==> src/ray_triangle_intersect_defines.svh <==
// assertion macros shared by the ray-triangle intersection rtl
`ifndef RAY_TRIANGLE_INTERSECT_DEFINES_SVH
`define RAY_TRIANGLE_INTERSECT_DEFINES_SVH

// antecedent implies consequent in the same cycle
`define RTI_ASSERT_IMPLIES(label, clk, rst_n, ante, cons, msg) \
  label: assert property (@(posedge clk) disable iff (!rst_n) (ante) |-> (cons)) \
    else $error(msg);

// invariant that holds at every clock edge out of reset
`define RTI_ASSERT_ALWAYS(label, clk, rst_n, expr, msg) \
  label: assert property (@(posedge clk) disable iff (!rst_n) (expr)) \
    else $error(msg);

`endif

==> src/rti_pkg.sv <==
// shared constants, types and helpers of the ray-triangle intersection block
package rti_pkg;

  localparam int CW        = 32;          // coordinate width
  localparam int FB        = 16;          // fraction bits
  localparam int IOW       = 32;          // port width of a coordinate
  localparam int EW        = CW + 1;      // edge / offset width
  localparam int QW        = EW + EW + 1; // cross product width
  localparam int LB        = QW - EW;     // low slice of a split operand
  localparam int DW        = EW + QW + 3; // dot product width
  localparam int NW        = DW + FB;     // dividend width
  localparam int QB        = CW + 1;      // quotient bits kept
  localparam int LW        = NW + QB;     // divider compare width
  localparam int EPSW      = 40;
  localparam int CFG_IW    = 3;
  localparam int CFG_DW    = 40;
  localparam int MID_DEPTH = 4;
  localparam int MID_AW    = 2;

  localparam logic [CW-1:0]   DIR_Z_RESET = CW'(1) << FB;
  localparam logic [EPSW-1:0] EPS_RESET   = EPSW'(281474977);

  typedef enum logic [CFG_IW-1:0] {
    CFG_ORIGIN_X = 3'd0,
    CFG_ORIGIN_Y = 3'd1,
    CFG_ORIGIN_Z = 3'd2,
    CFG_DIR_X    = 3'd3,
    CFG_DIR_Y    = 3'd4,
    CFG_DIR_Z    = 3'd5,
    CFG_DET_EPS  = 3'd6
  } cfg_idx_t;

  typedef logic signed [EW-1:0] ec_t;

  typedef struct packed {
    logic [2:0][CW-1:0] org;
    logic [2:0][CW-1:0] dir;
    logic [EPSW-1:0]    eps;
  } ray_t;

  typedef struct packed {
    logic          hit;
    logic          negt;
    logic [NW-1:0] num;
    logic [DW-1:0] den;
  } mid_item_t;

  function automatic ec_t sx(input logic [CW-1:0] v);
    return EW'(signed'(v));
  endfunction

endpackage

==> src/rti_queue.sv <==
// small register queue between the classifying front and the divider back
`include "ray_triangle_intersect_defines.svh"
module rti_queue import rti_pkg::*; (
  input  logic      clk,
  input  logic      rst_n,
  input  logic      push,
  input  mid_item_t din,
  output logic      full,
  input  logic      pop,
  output mid_item_t dout,
  output logic      empty
);

  mid_item_t         mem_r [MID_DEPTH];
  logic [MID_AW-1:0] wp_r, rp_r;
  logic [MID_AW:0]   cnt_r, cnt_nxt;

  assign full  = (cnt_r == (MID_AW+1)'(MID_DEPTH));
  assign empty = (cnt_r == '0);
  assign dout  = mem_r[rp_r];

  always_comb begin
    cnt_nxt = cnt_r;
    if (push && !pop) begin
      cnt_nxt = cnt_r + 1'b1;
    end else if (pop && !push) begin
      cnt_nxt = cnt_r - 1'b1;
    end
  end

  always_ff @(posedge clk) begin
    if (!rst_n) begin
      wp_r  <= '0;
      rp_r  <= '0;
      cnt_r <= '0;
    end else begin
      cnt_r <= cnt_nxt;
      if (push) wp_r <= wp_r + 1'b1;
      if (pop)  rp_r <= rp_r + 1'b1;
    end
  end

  always_ff @(posedge clk) begin
    if (push) mem_r[wp_r] <= din;
  end

  `RTI_ASSERT_IMPLIES(a_push_not_full, clk, rst_n, push, !full, "word pushed into full queue")
  `RTI_ASSERT_IMPLIES(a_pop_not_empty, clk, rst_n, pop, !empty, "word popped from empty queue")
  `RTI_ASSERT_ALWAYS(a_cnt_range, clk, rst_n, cnt_r <= (MID_AW+1)'(MID_DEPTH), "queue count past depth")

endmodule

==> config.mk <==
export PLATFORM = sky130hd
export DESIGN_NAME = rti_queue
export DESIGN_NICKNAME = d
export VERILOG_FILES = /design/src/rti_pkg.sv /design/src/rti_queue.sv
export VERILOG_INCLUDE_DIRS = /design/src /design/src/src
export SDC_FILE = /design/constraint.sdc
export NUM_CORES = 1
export LEC_CHECK = 0
export ABC_AREA = 1
export BUFFER_PORTS_ARGS = -buffer_cell sky130_fd_sc_hd__buf_2
export CAP_MARGIN = 40
export CORE_ASPECT_RATIO = 0.75
export CORE_MARGIN = 4
export CORE_UTILIZATION = 57
export DETAILED_ROUTE_END_ITERATION = 12
export PLACE_DENSITY = 0.78
export SETUP_SLACK_MARGIN = 0.3
export SYNTH_ARGS = -nofsm -noshare
export SYNTH_HDL_FRONTEND = slang
export SYNTH_SLANG_ARGS = --single-unit
==> constraint.sdc <==
create_clock -name clk -period 10.27 [get_ports clk]
set_clock_uncertainty 0.15 [all_clocks]
set_input_delay 3.081 -clock clk [delete_from_list [all_inputs] [get_ports clk]]
set_output_delay 3.081 -clock clk [all_outputs]
set_load 0.005 [all_outputs]
-- After elaboration in Yosys (flattened, before gate mapping)
Memories as Yosys holds them, arrays and structs flattened. A register that Yosys moved wholly into a read port is not among the register bits.
Cells that the tools add are included.
W data, S select, Z words.
- bits in registers: 7
- RAM bits: 896
- bits of input ports: 228
- output and inout port bits: 226
- memories: 1
- memories (memory ; depth ; width ; read ports ; clocked after memory_dff ; write ports ; RTL line ; RTL):
    mem_r ; 4 ; 224 ; 1 ; 1 ; 1 ; rti_queue.sv:14 ; mid_item_t mem_r [MID_DEPTH];
- add/sub/neg operators: 4
- equal/unequal tests: 1
- multiplexer cells: 6
- reductions and logical operators: 6
- operators with widths (kind ; number):
    $mux W3 ; 2
    $add A2 B1 Y2 const B ; 2
    $mux W2 ; 2
    $add A3 B1 Y3 const B ; 1
    $eq A3 B3 Y1 const B ; 1
    $logic_not A3 Y1 ; 1
    $sub A3 B1 Y3 const B ; 1
    $logic_and A1 B1 Y1 ; 2
    $logic_not A1 Y1 ; 2
    $mux W1 ; 2
    $reduce_bool A2 Y1 ; 1

-- Depth between registers and ports, before layout
Gate-level depths: netlist of run 1.
- depth in word-level cells: 4
- depth in mapped cells: 10
- depth with buffers taken out: 10

-- Worst setup path before layout of run 1
OpenSTA, ideal clock, no wires.
- kind: in2reg
- start point: input push
- end point: memory mem_r[2][0] (netlist name), enable pin
- setup time: 575 ps
- arrival time: 7412 ps
- data required time: 9545 ps
- setup slack: 2133 ps
- cell stages on the path: 2
- cell sequence: nand2_1 inv_1
- longest elaborated chain between the ends: 2
- RTL lines (element ; RTL line ; RTL):
    start: declaration ; rti_queue.sv:6 ; input logic push,
    $mux W1 ; rti_queue.sv:44 ; if (push) mem_r[wp_r] <= din;
    $mux W1 (not written as such) ; rti_queue.sv:44 ;
    end: declaration ; rti_queue.sv:14 ;
No other way between the ends.

==> results.txt, run 1 <==
Status = finished clean
Clk sinks = 905
Layout Nets = 2873
Slowest library cell on the worst path = buf_12
Row count = 76
Post-CTS Setup Repair Bufs = 0
Buffers on Ports = 453
Initial DRC Count = 2049
Final Max Slew Viols = 0
RSZ-0062 raised after global routing = false
Syn Nets = 2458
Most common library cells after synthesis = 896 x edfxtp_1, 453 x nor2_1, 393 x o21ai_0
Register area share after synthesis = 80.3%
Setup crit start kind = flop
Synth area leaders = edfxtp_1 80%, o21ai_0 5.8%, nor2_1 5.0%
P per Cell Area = 201 mW/mm^2
Area Overhead vs Synth = 16.0%
Die area = 0.0631 mm^2
Worst VDD drop = 176 uV
Dpl hpwl = 44400 um
Slew margin rel. = 12.3%
CP required = 7.04 ns
Routed vias/inst = 5.80
Overall routed net length = 75900 um
I/O Pins = 454
Design area = 0.0391 mm^2
Cts hold-fix bufs = 0
Vias = 20300
TritonRoute pass-1 iters = 5
Clock root cell = clkbuf_16
Post-Synthesis Cells = 2224
Minimum clock period after layout = 6.60 ns
Post-synth cell types = 22
Layout cell share with drive strength beyond 1 = 22.4%
Die extent in y = 219 um
Area leader, netlist = edfxtp_1
Worst setup EP type = primary output
Core area = 0.0580 mm^2
Most common cell in the netlist = edfxtp_1
Cts bufs inserted = 81
HP Class = reg2reg
Crit-path cells = clkinv_8 > buf_16 > buf_12 > o21ai_0 > o22ai_1 > buf_2
Ys async rst share = 0%
Synth Cell Area = 0.0337 mm^2
Skew-Pair Late Insertion Delay = 0.61 ns
Crit path kind = reg2out
Share of Yosys cell area claimed by the top area cell type = 79.8%
Drt wl/cell = 21.7 um
Vias in the first global route = 19800
Worst Path Max Fanout = 222
Post-cts resize count = 0
Synth Flop Type = edfxtp_1
Final setup fails = 0
Die Width = 289 um
Crit-path max cell delay = 0.65 ns
Fin. Hold Viols = 0
Max Clock Freq = 0.152 GHz
Final setup TNS = 0 ns
Post-synth EDFFs = 896
Period Utilization, post-route = 64.3%
Initial antenna violation count = 18
Initial Utilization = 58.1%
CTS tree = done
Post-Syn Area per Cell = 15.2 um^2
Flop and latch count out of synthesis = 905
Global route total overflow = 0
Clock slew at reported path FFs = 0.06 ns
CP Data Arrival Time = 3.37 ns
Worst-case clock buffer depth = 3
Worst-margin pin slew = 1.32 ns
GRT Util Overall = 23.3%
Max-cap viol count = 0
Pleak = 13.5 nW
Drt drc = 0
GPL Wtd Cong = 0.784
Post-DP Area = 0.0365 mm^2
ANT nets after route = 0
First-pass GRT wire length = 113000 um
YS warnings = 0
Largest net degree at the start of global routing = 223
H-tree depth = 3
## layer usage
| metal | track usage (%) | routed length (um) |
|---|---|---|
| met1 | 30.1 | 29300 |
| met2 | 38.5 | 37300 |
| met3 | 7.15 | 7160 |
| met4 | 7.08 | 2010 |
| met5 | 0 | 104 |
## flip-flops by register name, indices dropped and copies added, names as in the netlist, named ones only
| name | flops |
|---|---|
| cnt_r | 3 |
| mem_r | 896 |
| rp_r | 2 |
| wp_r | 2 |
## power by group
group / internal [mW] / switching [mW] / leakage (nW) / total [mW]
Clock: 1.63 / 1.28 / 1.26 / 2.92
Sequential: 4.23 / 0.0397 / 8.31 / 4.27
Combinational: 0.232 / 0.450 / 3.94 / 0.682
Total: 6.09 / 1.77 / 13.5 / 7.86
## area by class of cell
cell class	count	area [um^2]
diodes	15	37.5
clock buffers	97	2110
clock inverters	53	485
fillers	3787	18900
inverters	17	111
multi-input cells	1154	5530
flip-flops and latches	905	27100
well taps	780	976
repair buffers	480	2770
## worst max-delay path, delay by kind of cell, from the launching register on
| family | cells | cell delay [ns] |
|---|---|---|
| compound gates | 2 | 0.51 |
| buf+inv | 4 | 1.53 |
| flops | 1 | 0.49 |
## path summary, 6_finish.rpt
path / startpoint / endpoint / slack [ns] / depth (start not counted)
max: flop / dout[175] / 3.67 / 6
min: rp_r[1] / flop / 0.29 / 1
max reg2reg: wp_r[0] / mem_r[0][110] / 7.52 / 6
min reg2reg: rp_r[1] / flop / 0.29 / 1
## cells in the final DEF, fill, tap and decap left out, drive strengths merged, types with 6 or more instances in the layout
master and instances:
clkinv 41, nand2 9, o22ai 224, inv 19, dfxtp 9, edfxtp 896, clkbuf 97, diode 15
nor2 453, buf 480, bufinv 6, o21ai 454
## cells by family after synthesis
family	Yosys count	synth area share, %
flip-flops	905	80.3
buffers and inverters	165	3.26
AND/OR/NAND/NOR	466	5.21
AO/OA/AOI/OAI	682	11.0
adder cells (fa/ha/maj)	6	0.245
## per-stage QoR
stage               total power [mW]  util (%)  hold WS, ns  std cells  worst slack, ns
floorplan                       4.72         -        0.262       2224             2.13
global placement                4.98      62.3        0.264       3323             4.42
detailed placement              5.02      62.9        0.274       3336             4.25
CTS                             7.91      67.4        0.283       3486             3.57
global route                    8.16      67.4        0.333       3493             3.40
finish                          7.86      67.4        0.286       3501             3.67
(Power assumes the default switching activity.)
==> run 2: changes to the inputs <==
==> constraint.sdc (replaced) <==
create_clock -name clk -period 6.7 [get_ports clk]
set_clock_uncertainty 0.15 [all_clocks]
set_input_delay 2.01 -clock clk [delete_from_list [all_inputs] [get_ports clk]]
set_output_delay 2.01 -clock clk [all_outputs]
set_load 0.005 [all_outputs]
==> run 2 against run 1 <==
Critical path depth unchanged. Combinational power grew 50%. Via count up 0.79%. Global-route usage grew 0.19 points. Final area is 0.48% lower. Routed wire length increased by 0.44%. Clock power up 54%. Clock-buffer cell count rose by 2. Largest cell class unchanged. Largest power group unchanged.
==> results.txt, run 2 (same netlist as run 1, synthesis figures left out) <==
Status = finished clean (unchanged)
TritonRoute pass-1 iters = 5 (unchanged)
Vias in the first global route = 20100 (was 19800)
Period Utilization, post-route = 82.0%
Setup crit start kind = flop (unchanged)
Pleak = 13.4 nW (was 13.5 nW)
Initial DRC Count = 1935 (was 2049)
GRT Util Overall = 23.5% (was 23.3%)
Crit-path max cell delay = 0.71 ns (was 0.65 ns)
Crit path kind = reg2out (unchanged)
CP Data Arrival Time = 3.33 ns (was 3.37 ns)
P per Cell Area = 310 mW/mm^2 (was 201 mW/mm^2)
Max-cap viol count = 0 (unchanged)
CTS tree = done (unchanged)
Drt drc = 0 (unchanged)
Inst Count DP = 3327 (was 3336)
Die area = 0.0631 mm^2 (unchanged)
Buffers on Ports = 453 (unchanged)
Crit-path cells = clkinv_8 > buf_16 > buf_4 > nor2_1 > o22ai_1 > buf_2 (was clkinv_8 > buf_16 > buf_12 > o21ai_0 > o22ai_1 > buf_2)
GPL Wtd Cong = 0.795 (was 0.784)
Reg2reg path depth = 4 (was 6)
Clock slew at reported path FFs = 0.06 ns (about the same)
Cts bufs inserted = 81 (unchanged)
Worst setup EP type = primary output (unchanged)
RSZ-0062 raised after global routing = false (unchanged)
Uppermost layer routed = met5 (unchanged)
Drt wl/cell = 21.8 um (was 21.7 um)
Hold path depth = 1 (unchanged)
CP required = 4.54 ns (was 7.04 ns)
FF-to-FF Start = wp_r[0] (unchanged)
Initial antenna violation count = 36 (was 18)
ANT nets after route = 0 (unchanged)
Final Util = 67.1% (was 67.4%)
Dpl hpwl = 42800 um (was 44400 um)
Final setup fails = 0 (unchanged)
Largest Register = mem_r (unchanged)
Initial Utilization = 58.1% (unchanged)
Area Overhead vs Synth = 15.4% (was 16.0%)
Layout Cells excl Fill = 3502 (was 3501)
Minimum clock period after layout = 5.49 ns
Row count = 76 (unchanged)
Metal3 WL = 8000 um (was 7160 um)
Hold Path Origin = rp_r[1] (unchanged)
Die Width = 289 um (unchanged)
Cts hold-fix bufs = 0 (unchanged)
Die extent in y = 219 um (unchanged)
Slowest library cell on the worst path = buf_4 (was buf_12)
Biggest regs = mem_r: 896 flops, cnt_r: 3 flops (unchanged)
Worst-case clock buffer depth = 3 (unchanged)
Final Max Slew Viols = 0 (unchanged)
Global route total overflow = 0 (unchanged)
Layout Nets = 2865 (was 2873)
Vias = 20500 (was 20300)
H-tree depth = 3 (unchanged)
Final setup TNS = 0 ns (unchanged)
Fill count = 3774 (was 3787)
Slew margin rel. = 17.2% (was 12.3%)
Design area = 0.0389 mm^2 (was 0.0391 mm^2)
Post-CTS Setup Repair Bufs = 0 (unchanged)
R2r setup slk = 4.20 ns (was 7.52 ns)
Post-DP Area = 0.0363 mm^2 (was 0.0365 mm^2)
Skew-Pair Late Insertion Delay = 0.62 ns (was 0.61 ns)
Worst Path Max Fanout = 213 (was 222)
Largest net degree at the start of global routing = 231 (was 223)
Core area = 0.0580 mm^2 (unchanged)
Overall routed net length = 76200 um (was 75900 um)
HP Class = reg2reg (unchanged)
M1 wire length = 28500 um (was 29300 um)
Worst VDD drop = 229 uV (was 176 uV)
Number of flip-flops in the largest register = 896 (unchanged)
Clk sinks = 905 (unchanged)
Metal2 WL = 37700 um (was 37300 um)
Clock root cell = clkbuf_16 (unchanged)
Routed vias/inst = 5.85 (was 5.80)
Post-cts resize count = 0 (unchanged)
Area of the multi-input gates = 0.00553 mm^2 (unchanged)
Max Clock Freq = 0.182 GHz
First-pass GRT wire length = 114000 um (was 113000 um)
R2R Path End = mem_r[3][120] (was mem_r[0][110])
Worst-margin pin slew = 1.24 ns (was 1.32 ns)
Sequential cell area = 0.0271 mm^2 (unchanged)
Most common cell after layout, fill and taps aside = edfxtp_1 (unchanged)
Fin. Hold Viols = 0 (unchanged)
I/O Pins = 454 (unchanged)
Most frequent cells in the layout = 896 x edfxtp_1, 453 x nor2_1, 453 x buf_2 (unchanged)
Layout cell share with drive strength beyond 1 = 22.0% (was 22.4%)
-- run 2: worst max-delay path: cells and delay by family, from the launching register on --
| kind | cells | cell delay [ns] |
|---|---|---|
| AO/OA/AOI/OAI | 1 | 0.26 |
| flip-flops | 1 | 0.53 |
| buffers and inverters | 4 | 1.64 |
| AND/OR/NAND/NOR | 1 | 0.10 |
-- run 2: layer usage --
metal / vias up / GRT usage [%]
li1: 9288 / -
met1: 10100 / 29.8
met2: 863 / 39.0
met3: 146 / 7.80
met4: 34 / 6.80
met5: - / 0
-- run 2: area by class of cell --
class                      instances  share of cell area, %
antenna                           24                  0.154
multi-input combinational       1154                   14.2
sequential                       905                   69.6
tap                              780                   2.51
clock buffer                      99                   5.44
timing repair buffer             472                   6.66
clock inverter                    51                   1.17
inverter                          17                  0.248
-- run 2: worst max-delay path by stage --
stage | from | to | slack (ns) | depth (start not counted)
after detailed placement | flop | dout[208] | 1.69 | 5
after CTS | flop | dout[55] | 0.99 | 5
after floorplan | push | mem_r[0][0] | 0.73 | 2
after global routing | flop | dout[192] | 1.03 | 6
after global placement | flop | dout[192] | 1.81 | 5
final | flop | dout[179] | 1.21 | 6
-- run 2: power by group --
| part | total (mW) | switching, mW | internal (mW) |
|---|---|---|---|
| Clock | 4.49 | 1.95 | 2.53 |
| Combinational | 1.02 | 0.678 | 0.344 |
| Sequential | 6.55 | 0.0701 | 6.48 |
| Total | 12.1 | 2.70 | 9.36 |
-- run 2: through the flow --
step           hold WS (ns)  setup WS, ns  total power [mW]
3_3_place_gp          0.259          1.81              7.63
2_1_floorplan         0.262         0.728              7.22
6_report              0.274          1.21              12.1
3_5_place_dp          0.271          1.69              7.68
4_1_cts               0.280         0.994              12.1
5_1_grt               0.301          1.03              12.5
==> run 3: changes to the inputs <==
--- a/config.mk
+++ b/config.mk
@@ -6,7 +6,7 @@
 export SDC_FILE = /design/constraint.sdc
 export NUM_CORES = 1
 export LEC_CHECK = 0
-export ABC_AREA = 1
+export ABC_AREA = 0
 export BUFFER_PORTS_ARGS = -buffer_cell sky130_fd_sc_hd__buf_2
 export CAP_MARGIN = 40
 export CORE_ASPECT_RATIO = 0.75
==> constraint.sdc (replaced) <==
create_clock -name clk -period 5.2 [get_ports clk]
set_clock_uncertainty 0.15 [all_clocks]
set_input_delay 1.56 -clock clk [delete_from_list [all_inputs] [get_ports clk]]
set_output_delay 1.56 -clock clk [all_outputs]
set_load 0.005 [all_outputs]
==> run 3 against run 2 <==
Non-clock buffer count is 17 higher. Worst hold slack better by 0.13 ns. Largest power group unchanged. Cell count fell by 26%. Global-route usage down 1.0 points. Synthesized cell count decreased by 45%. Via count is 27% lower. Sequential power is 30% higher. Clock power rose by 27%.
==> results.txt, run 3 <==
Final setup fails = 0 (unchanged)
Layout cell share with drive strength beyond 1 = 45.8% (was 22.0%)
Most common library cells after synthesis = 896 x edfxtp_1, 224 x mux4_2, 24 x buf_2 (was 896 x edfxtp_1, 453 x nor2_1, 393 x o21ai_0)
Setup WS pre-CTS = 1.50 ns (was 1.69 ns)
R2r setup slk = 3.02 ns (was 4.20 ns)
Post-synth cell types = 20 (was 22)
Post-Syn Area per Cell = 27.0 um^2 (was 15.2 um^2)
Minimum clock period after layout = 4.26 ns
Post-cts resize count = 0 (unchanged)
Largest net degree at the start of global routing = 77 (was 231)
Reg2reg path depth = 4 (unchanged)
Routed vias/inst = 5.81 (was 5.85)
GPL Wtd Cong = 0.756 (was 0.795)
H-tree depth = 3 (unchanged)
Cts hold-fix bufs = 0 (unchanged)
Area leader, netlist = edfxtp_1 (unchanged)
Share of Yosys cell area claimed by the top area cell type = 82.1% (was 79.8%)
Crit-path cells = buf_4 > mux4_2 > buf_2 (was clkinv_8 > buf_16 > buf_4 > nor2_1 > o22ai_1 > buf_2)
CP required = 3.49 ns (was 4.54 ns)
Vias in the first global route = 16100 (was 20100)
CTS tree = done (unchanged)
Cts bufs inserted = 81 (unchanged)
Synth Cell Area = 0.0328 mm^2 (was 0.0337 mm^2)
Worst Path Max Fanout = 27 (was 213)
Synth area leaders = edfxtp_1 82%, mux4_2 15%, buf_6 0.65% (was edfxtp_1 80%, o21ai_0 5.8%, nor2_1 5.0%)
Final setup TNS = 0 ns (unchanged)
Buffers on Ports = 453 (unchanged)
YS warnings = 0 (unchanged)
Dpl hpwl = 40600 um (was 42800 um)
Most common cell in the netlist = edfxtp_1 (unchanged)
I/O Pins = 454 (unchanged)
Pleak = 12.9 nW (was 13.4 nW)
HP Class = reg2reg (unchanged)
Crit-path max cell delay = 0.69 ns (was 0.71 ns)
Hold Path Origin = cnt_r[2] (was rp_r[1])
Post-CTS Setup Repair Bufs = 0 (unchanged)
Crit path kind = reg2out (unchanged)
Hold endpoint = cnt_r[2]
Die Width = 285 um (was 289 um)
Initial antenna violation count = 22 (was 36)
Most frequent cells in the layout = 896 x edfxtp_1, 453 x buf_2, 224 x mux4_2 (was 896 x edfxtp_1, 453 x nor2_1, 453 x buf_2)
Final Max Slew Viols = 0 (unchanged)
R2R Path End = mem_r[1][189] (was mem_r[3][120])
Flop and latch count out of synthesis = 905 (unchanged)
CP Data Arrival Time = 2.55 ns (was 3.33 ns)
Period Utilization, post-route = 81.8%
Post-synth EDFFs = 896 (unchanged)
Area Overhead vs Synth = 18.1% (was 15.4%)
Register area share after synthesis = 82.7% (was 80.3%)
TritonRoute pass-1 iters = 5 (unchanged)
Status = finished clean (unchanged)
Max-cap viol count = 0 (unchanged)
Post-Synthesis Cells = 1213 (was 2224)
Largest Register = mem_r (unchanged)
Fin. Hold Viols = 0 (unchanged)
RSZ-0062 raised after global routing = false (unchanged)
GR Util met2 = 36.8% (was 39.0%)
Worst-margin pin slew = 0.811 ns (was 1.24 ns)
Clk sinks = 905 (unchanged)
Met1 Track Usage GR = 30.2% (was 29.8%)
Drt wl/cell = 26.2 um (was 21.8 um)
Synth Flop Type = edfxtp_1 (unchanged)
Fill count = 3327 (was 3774)
Post-DP Area = 0.0361 mm^2 (was 0.0363 mm^2)
Clock slew at reported path FFs = 0.06 ns (about the same)
Sequential cell area = 0.0271 mm^2 (unchanged)
Drt drc = 0 (unchanged)
Final Util = 68.6% (was 67.1%)
Worst-case clock buffer depth = 3 (unchanged)
Skew-Pair Late Insertion Delay = 0.59 ns (was 0.62 ns)
Area of the multi-input gates = 0.00531 mm^2 (was 0.00553 mm^2)
Most common cell after layout, fill and taps aside = edfxtp_1 (unchanged)
Worst setup EP type = primary output (unchanged)
FF-to-FF Start = wp_r[0] (unchanged)
GR peak layer = met2 (unchanged)
Layout Nets = 1969 (was 2865)
Slew margin rel. = 45.9% (was 17.2%)
Slowest library cell on the worst path = dfxtp_4 (was buf_4)
Row count = 75 (was 76)
Core area = 0.0564 mm^2 (was 0.0580 mm^2)
Overall routed net length = 67800 um (was 76200 um)
Die area = 0.0614 mm^2 (was 0.0631 mm^2)
Hold path depth = 2 (was 1)
Vias = 15000 (was 20500)
Die extent in y = 216 um (was 219 um)
Clock root cell = clkbuf_16 (unchanged)
Design area = 0.0387 mm^2 (was 0.0389 mm^2)
Global routing met3 resource utilization = 7.25% (was 7.80%)
GRT Util Overall = 22.5% (was 23.5%)
Number of flip-flops in the largest register = 896 (unchanged)
Initial DRC Count = 1344 (was 1935)
Initial Utilization = 58.1% (about the same)
Final setup margin = 0.944 ns (was 1.21 ns)
Min Hold Slack = 0.403 ns (was 0.274 ns)
Setup crit start kind = flop (unchanged)
Global route total overflow = 0 (unchanged)
Ys async rst share = 0% (unchanged)
Syn Nets = 1447 (was 2458)
ANT nets after route = 0 (unchanged)
Max Clock Freq = 0.235 GHz
P per Cell Area = 404 mW/mm^2 (was 310 mW/mm^2)
First-pass GRT wire length = 103000 um (was 114000 um)
Worst VDD drop = 469 uV (was 229 uV)
Biggest regs = mem_r: 896 flops, cnt_r: 3 flops (unchanged)
==> run 3: cell count changes after synthesis, sizes merged, moves of 2 or more <==
cell	delta
mux2i	+2
mux4	+224
clkbuf	-54
nor2	-453
buf	-44
xnor2	+2
a21oi	-4
o21ai	-453
inv	-13
nand2	-8
o22ai	-224
nor2b	+2
xor2	+3
and2	+9
==> run 3: cell type report <==
class                   instances  share of cell area [%]
diodes                         10                  0.0647
well taps                     770                    2.49
clock inverters                43                   0.918
inverters                       4                  0.0388
repair buffers                489                    7.16
multi-input cells             254                    13.7
clock buffers                 108                    5.61
flip-flops and latches        905                    70.0
==> run 3: cell families (layout without fill, tap and decap cells) <==
kind of cell               after synthesis  in the layout  synth area share, %
adders and majority gates                6              6                0.252
AOI/OAI and AO/OA                        2              2               0.0382
buffers and inverters                   54            644                 1.15
xor gates and xnor gates                 5              5                0.134
DFF                                    905            905                 82.7
other                                    0             10                    0
and+or+nand+nor                         15             15                0.279
muxes                                  226            226                 15.5
==> run 3: worst max-delay path by stage <==
stage               start          end  depth (start not counted)
finish               flop    dout[161]                          3
global route         flop    dout[164]                          3
detailed placement   flop    dout[164]                          3
CTS                  flop    dout[164]                          3
floorplan            push  mem_r[1][0]                          1
global placement     flop    dout[171]                          3
==> run 3: through the flow <==
stage / power [mW] / cells
CTS: 15.8 / 2573
global route: 16.3 / 2577
detailed placement: 10.1 / 2422
global placement: 10.0 / 2420
finish: 15.6 / 2583
floorplan: 9.41 / 1213
==> run 3: layer usage <==
| layer | routed length, um | share of wire [%] |
|---|---|---|
| met1 | 25500 | 38 |
| met2 | 34700 | 51 |
| met3 | 6100 | 9.0 |
| met4 | 1340 | 2.0 |
| met5 | 187 | 0.28 |
==> run 3: critical path: cells and delay by family, from the launching register on <==
family | cells | cell delay [ns]
buffers and inverters | 2 | 0.60
muxes | 1 | 0.59
DFF | 1 | 0.69
==> run 3: power by group <==
group          switching [mW]  internal, mW
Combinational           0.744         0.691
Clock                    2.54          3.17
Sequential              0.111          8.38
